### src/rtl/spdm_pkg.sv
// Shared constants for the stereo peak dB meter.
package spdm_pkg;

  localparam int SAMPLE_WIDTH = 24;
  localparam int SEGMENTS     = 60;

  // Log2 datapath: Q16 result, mantissa in Q1.30 (31 bits).
  localparam int FRAC_BITS = 16;
  localparam int MANT_W    = 31;

  // Result field widths and scale.
  localparam int LEVEL_W   = 10;
  localparam int SEG_W     = 6;
  localparam int LEVEL_MAX = 960;

  // round(16 * 20 * log10(2) * 2^16): Q16 log2 units to 1/16 dB.
  localparam int DB_SCALE_W = 23;
  localparam logic [DB_SCALE_W-1:0] DB_Q16_SCALE = 23'd6313057;

  // ceil(2^30 / 960); exact floor division for products below about 1.19e6.
  localparam int SEG_SHIFT = 30;
  localparam int SEG_RECIP = 1118482;

  // Pipeline depth: capture, normalize + squaring, attenuation, level, output.
  localparam int LOG_STAGES = FRAC_BITS + 1;
  localparam int LVL_STAGES = 3;
  localparam int N_STAGES   = 1 + LOG_STAGES + LVL_STAGES;

endpackage

### src/rtl/spdm_level.sv
// Log2 to clamped 1/16 dB level and lit segment count, three pipeline stages.
module spdm_level #(
  parameter int SAMPLE_WIDTH = spdm_pkg::SAMPLE_WIDTH,
  parameter int SEGMENTS     = spdm_pkg::SEGMENTS,
  localparam int EXP_W = $clog2(SAMPLE_WIDTH)
) (
  input  logic                           clk,
  input  logic [spdm_pkg::LVL_STAGES-1:0] en,
  input  logic                           zero,
  input  logic [EXP_W-1:0]               exp_i,
  input  logic [spdm_pkg::FRAC_BITS-1:0] frac_i,
  output logic [spdm_pkg::LEVEL_W-1:0]   level,
  output logic [spdm_pkg::SEG_W-1:0]     segs
);

  localparam int L_W    = EXP_W + spdm_pkg::FRAC_BITS;
  localparam int PROD_W = L_W + spdm_pkg::DB_SCALE_W;
  localparam int A16_W  = PROD_W + 1 - 32;
  localparam int LW     = spdm_pkg::LEVEL_W;
  localparam logic [L_W-1:0] TOP_L =
    L_W'((SAMPLE_WIDTH - 1) * (2 ** spdm_pkg::FRAC_BITS));
  localparam int SEG_MUL_I = SEGMENTS * spdm_pkg::SEG_RECIP;
  localparam int SM_W      = $clog2(SEG_MUL_I + 1);
  localparam logic [SM_W-1:0] SEG_MUL = SM_W'(SEG_MUL_I);
  localparam logic [LW-1:0]   LVL_MAX = LW'(spdm_pkg::LEVEL_MAX);

  // Stage A: attenuation below full scale, scaled to 1/16 dB in Q32.
  logic [L_W-1:0]    l_val;
  logic [L_W-1:0]    att;
  logic [PROD_W-1:0] prod_nxt;
  logic [PROD_W-1:0] prod_r;
  logic              zero_r;

  always_comb begin
    l_val    = {exp_i, frac_i};
    att      = (l_val >= TOP_L) ? '0 : (TOP_L - l_val);
    prod_nxt = att * spdm_pkg::DB_Q16_SCALE;
  end

  always_ff @(posedge clk) begin
    if (en[0]) begin
      prod_r <= prod_nxt;
      zero_r <= zero;
    end
  end

  // Stage B: round the attenuation up, clamp at the floor.
  logic [PROD_W:0]  sum;
  logic [A16_W-1:0] att16;
  logic [LW-1:0]    level_nxt;
  logic [LW-1:0]    level_b_r;

  always_comb begin
    sum   = {1'b0, prod_r} + (PROD_W+1)'(32'hFFFF_FFFF);
    att16 = A16_W'(sum >> 32);
    if (zero_r || (att16 >= A16_W'(spdm_pkg::LEVEL_MAX))) level_nxt = '0;
    else level_nxt = LVL_MAX - att16[LW-1:0];
  end

  always_ff @(posedge clk) begin
    if (en[1]) level_b_r <= level_nxt;
  end

  // Stage C: segments = floor(level * SEGMENTS / 960) by reciprocal multiply.
  logic [LW+SM_W-1:0]         seg_prod;
  logic [spdm_pkg::SEG_W-1:0] seg_nxt;
  logic [LW-1:0]              level_c_r;
  logic [spdm_pkg::SEG_W-1:0] seg_c_r;

  always_comb begin
    seg_prod = level_b_r * SEG_MUL;
    seg_nxt  = spdm_pkg::SEG_W'(seg_prod >> spdm_pkg::SEG_SHIFT);
  end

  always_ff @(posedge clk) begin
    if (en[2]) begin
      level_c_r <= level_b_r;
      seg_c_r   <= seg_nxt;
    end
  end

  assign level = level_c_r;
  assign segs  = seg_c_r;

endmodule
### config.mk
export PLATFORM = sky130hd
export DESIGN_NAME = spdm_level
export DESIGN_NICKNAME = d
export VERILOG_FILES = /design/src/rtl/spdm_pkg.sv /design/src/rtl/spdm_level.sv
export SDC_FILE = /design/constraint.sdc
export NUM_CORES = 1
export LEC_CHECK = 0
export BUFFER_PORTS_ARGS = -buffer_cell sky130_fd_sc_hd__buf_2
export CELL_PAD_IN_SITES_DETAIL_PLACEMENT = 0
export CELL_PAD_IN_SITES_GLOBAL_PLACEMENT = 2
export CORE_UTILIZATION = 47
export CTS_BUF_LIST = sky130_fd_sc_hd__clkbuf_4 sky130_fd_sc_hd__clkbuf_8
export DETAILED_ROUTE_END_ITERATION = 6
export GPL_TIMING_DRIVEN = 0
export PLACE_DENSITY_LB_ADDON = 0.1
export SETUP_SLACK_MARGIN = 0.02
export SYNTH_ARGS = -nofsm -noshare
export SYNTH_HDL_FRONTEND = slang
export SYNTH_SLANG_ARGS = --single-unit
### constraint.sdc
create_clock -name clk -period 20.6 [get_ports clk]
set_input_delay 2.06 -clock clk [delete_from_list [all_inputs] [get_ports clk]]
set_output_delay 2.06 -clock clk [all_outputs]
set_load 0.05 [all_outputs]
==> metrics.sh <==
OUTCOME='complete, but fails checks'
FAILED_CHECKS='DRC'
SEQUENTIAL_SHARE_OF_THE_SYNTHESIZED_AREA=0.2098
ANTENNA_CELLS=0
NUMCLOCKSINKS=65
SYNTH_TOP_FAMILY_BY_AREA='adder cells'
HOLD_BUFFERS_POST_CTS=0
SYNTH_ADDER_AREA_SHARE=0.4745
DR.PASS1.ITERS=7
PERIOD_UTILISATION_LAYOUT=0.5275
YOSYS_REGISTER_BITS=65
YOSYS-TOP-CELLS-AREA='ha_1 29%, edfxtp_1 21%, fa_1 19%'
NUMBER_OF_REMAINING_DRC_ERRORS=2
CTS_SETUP_BUFFERS=0
GRT_FIRST_PASS_WIRELENGTH_UM=31550
FINAL.HOLD.WORST_SLACK_NS=0.4167
SETUP_REPAIR_AFTER_GLOBAL_ROUTING_MISSED_ITS_MARGIN='no'
SYNTH.NET_COUNT=1232
GRT_REMAINING_OVERFLOW=0
TOTAL_NUMBER_OF_H_TREE_LEVELS=3
CTS_MADE_BUFFERS=9
CRIT_REQUIRED_NS=20.67
END_KIND='flip-flop'
SYNTH.TOP_CELL.AREA_SHARE=0.2851
YOSYS_WARNINGS=0
MAX-VDD-IR-DROP_mV=0.07863
POST-SYNTH-TOP-COUNT-CELL='ha_1'
GRT_ANTENNA_BEFORE_REPAIR=0
PORTBUFFERS=41
MAX_FREQ_MHz=92.02
WORST-ENDPOINT-ARRIVAL_NS=10.94
POST_SYNTH_XOR_AREA_FRACTION=0.05272
CRITICAL_PATH_CLASS='input pin to flip-flop'
POSTROUTEANTENNANETS=0
WL_PER_CELL_UM=15.87
FLOORPLAN.ROWS=51
CLKSLEWWORSTSETUPHOLDPATHS_NS=0.08
REPORT.FINAL.SLEW_VIOL_COUNT=0
POSTSYNTH.TOPFLOPCELL='edfxtp_1'
FLOORPLAN.DIE.WIDTH_UM=142.7
DRIVE_GT1_FRAC=0.08921
GP_CONGESTION=0.8723
MAX-SLEW-MARGIN-REL=0.2164
SYNTH_LARGEST_AREA_CELL='ha_1'
TIMING.CRITICAL_PATH.FROM_TYPE='input pin'
SYNTH_COMPOUND_GATE_AREA_SHARE=0.08877
GRT_USE_TOTAL=0.2038
CLOCK-ROOT-BUFFER='clkbuf_8'
TIMING.CRITICAL_PATH.FANOUT_MAX=10
RATIO_OF_TOTAL_POWER_TO_CELL_AREA_nW_PER_UM2=151.6
VIASPERCELL=5.063
YOSYS.AREA_SHARE.SIMPLE=0.09590
DR.FIRST_ITER.DRC_COUNT=314
FINAL_HOLD_VIO_COUNT=0
WORST_HOLD_PATH_TYPE='flip-flop to flip-flop'
FP.COREAREA_UM2=19460
CAP_VIOLATIONS=0
CLK_LATENCY_NS=0.35
IOS=42
CLOCKBUFFERDEPTH=2
FLOORPLAN.INITIALDENSITY=0.4780
CTSRESIZECOUNT=0
VIAS=6223
TOTAL_LEAKAGE_POWER_nW=5.160
SYNTHDISTINCTLIBCELLS=60
TIMING.HOLD.WORST_PATH_DEPTH=0
LAYOUT.NETS=1285
SYNTH_AREA_PER_CELL_UM2=10.27
SYNTH_ENABLE_FLOP_CELLS=65
SETUP_TOTAL_NEGATIVE_SLACK_NS=0
SYNTH.MUX.AREA_FRACTION=0
LAYOUT_MIN_CYCLE_TIME_NS=10.87
VIA_COUNT_OF_THE_FIRST_GLOBAL_ROUTING_PASS=6224
PLACE.DETAILED.HPWL_UM=16970
SYNTH-ASYNC-RESET-RATIO=0
COUNT_OF_MAPPED_CELLS_OUT_OF_SYNTHESIS=906
SETUP_VIOL=0
GRT_MAX_DEGREE=46
SYN2LAYOUT_AREA_GROWTH_PCT=8.178
FIN_WORST_SKEW_NS=0.007062
SYNTH.CELL_AREA_UM2=9303
SYNTH.CELLS.MOST_FREQUENT='212 x ha_1, 169 x inv_1, 88 x fa_1'
WORSTMARGINPINSLEW_NS=1.166
WIRELENGTH_UM=19510
CTS_TREE='done'
HEIGHT_OF_THE_DIE_UM=142.7
R2R_CELLS=9
FP.DIEAREA_UM2=20360
NFILLCELLS=1814
[registers in the layout (all words and copies together), names as in the netlist]
name,flops
prod_r,44
level,10
level_b_r,10
zero_r,1
[metrics by stage]
stage / power (mW) / cell area [um2] / worst slack (ns) / std cells / util
floorplan: 1.131 / 9303 / 11.24 / 906 / -
global placement: 1.395 / 9839 / 9.266 / 1212 / 0.5056
detailed placement: 1.399 / 9856 / 9.460 / 1213 / 0.5064
CTS: 1.533 / 10060 / 9.796 / 1229 / 0.5171
global route: 1.702 / 10060 / 9.260 / 1229 / 0.5171
finish: 1.526 / 10060 / 9.733 / 1229 / 0.5171
[path summary, 6_finish.rpt]
check	start	slack (ns)	end
max	frac_i[2]	9.73	prod_r[41]
min	level_b_r[0]	0.42	level[0]
max reg2reg	prod_r[6]	17.81	level_b_r[6]
min reg2reg	level_b_r[0]	0.42	level[0]
[cells in the final DEF, fill, tap and decap left out, types with 3 or more instances in the layout]
cell type / synthesis / layout
edfxtp_1: 65 / 65
nor3_1: 14 / 13
fa_1: 88 / 88
clkbuf_1: 6 / 6
xor2_1: 19 / 19
buf_4: 6 / 6
and2_1: 5 / 5
ha_1: 212 / 212
buf_2: 0 / 41
inv_6: 0 / 4
and3_1: 3 / 3
a21o_1: 17 / 17
nand2_1: 33 / 33
or2_2: 3 / 3
clkbuf_8: 0 / 9
nor4_1: 11 / 11
xnor2_1: 37 / 37
nor2_1: 61 / 61
or3_1: 3 / 3
a211oi_1: 4 / 4
a21oi_1: 31 / 31
nand2b_1: 6 / 6
o21bai_1: 5 / 5
buf_6: 2 / 3
and2_2: 3 / 3
a31oi_1: 6 / 6
nand4_1: 6 / 6
inv_1: 169 / 169
o21ai_0: 19 / 19
nand3_1: 12 / 12
o21a_1: 7 / 7
and2_4: 3 / 3
o211ai_1: 8 / 8
nor2b_1: 6 / 6
[cells by family (layout without fill, tap and decap cells)]
logic type,Yosys count,count (layout)
adder cells (fa/ha/maj),300,300
AND/OR/NAND/NOR,178,178
buffers and inverters,184,242
flip-flops,65,65
XOR/XNOR,56,56
AO/OA/AOI/OAI,123,123
[cell type report]
class / count / area, um2 / share of cell area
Buffer: 15 / 93.84 / 0.009325
Clock buffer: 9 / 123.9 / 0.01231
Clock inverter: 7 / 83.83 / 0.008330
Inverter: 169 / 634.4 / 0.06304
Multi-Input combinational cell: 657 / 6628 / 0.6586
Sequential cell: 65 / 1952 / 0.1940
Tap cell: 265 / 331.6 / 0.03295
Timing Repair Buffer: 42 / 216.5 / 0.02151
[worst max-delay path, stage by stage]
cell      delay [ns]
buf_2           0.12
nor3_1          0.28
or3b_2          0.55
nor4_4          0.29
nand2_1         0.15
nor2_1          0.26
a21oi_2         0.11
o21a_2          0.24
buf_6           0.14
nor2_1          0.77
ha_1            0.42
ha_1            0.29
inv_1           0.05
fa_1            0.46
fa_1            0.49
inv_1           0.05
fa_1            0.51
fa_1            0.55
ha_1            0.34
ha_1            0.40
nand4_1         0.19
nor3_1          0.26
o211ai_1        0.21
a21oi_1         0.39
o21ai_1         0.21
o211a_1         0.31
nand2b_1        0.19
o311ai_0        0.60
[metal layers]
metal | GRT usage | vias to the layer above | part of all wire
met5 | 0 | - | 0
met4 | 0.04301 | 0 | 0.011
met3 | 0.02414 | 15 | 0.028
met2 | 0.3341 | 104 | 0.45
met1 | 0.2887 | 2920 | 0.51
li1 | - | 3184 | -
[report_power, final]
| part | internal, mW | leakage (nW) | total (mW) | switching [mW] |
|---|---|---|---|---|
| combinational | 0.480 | 4.41 | 1.15 | 0.669 |
| clock | 0.0584 | 0.103 | 0.116 | 0.0580 |
| sequential | 0.242 | 0.648 | 0.260 | 0.0185 |
Note: power is estimated with default switching activity, not from simulation.
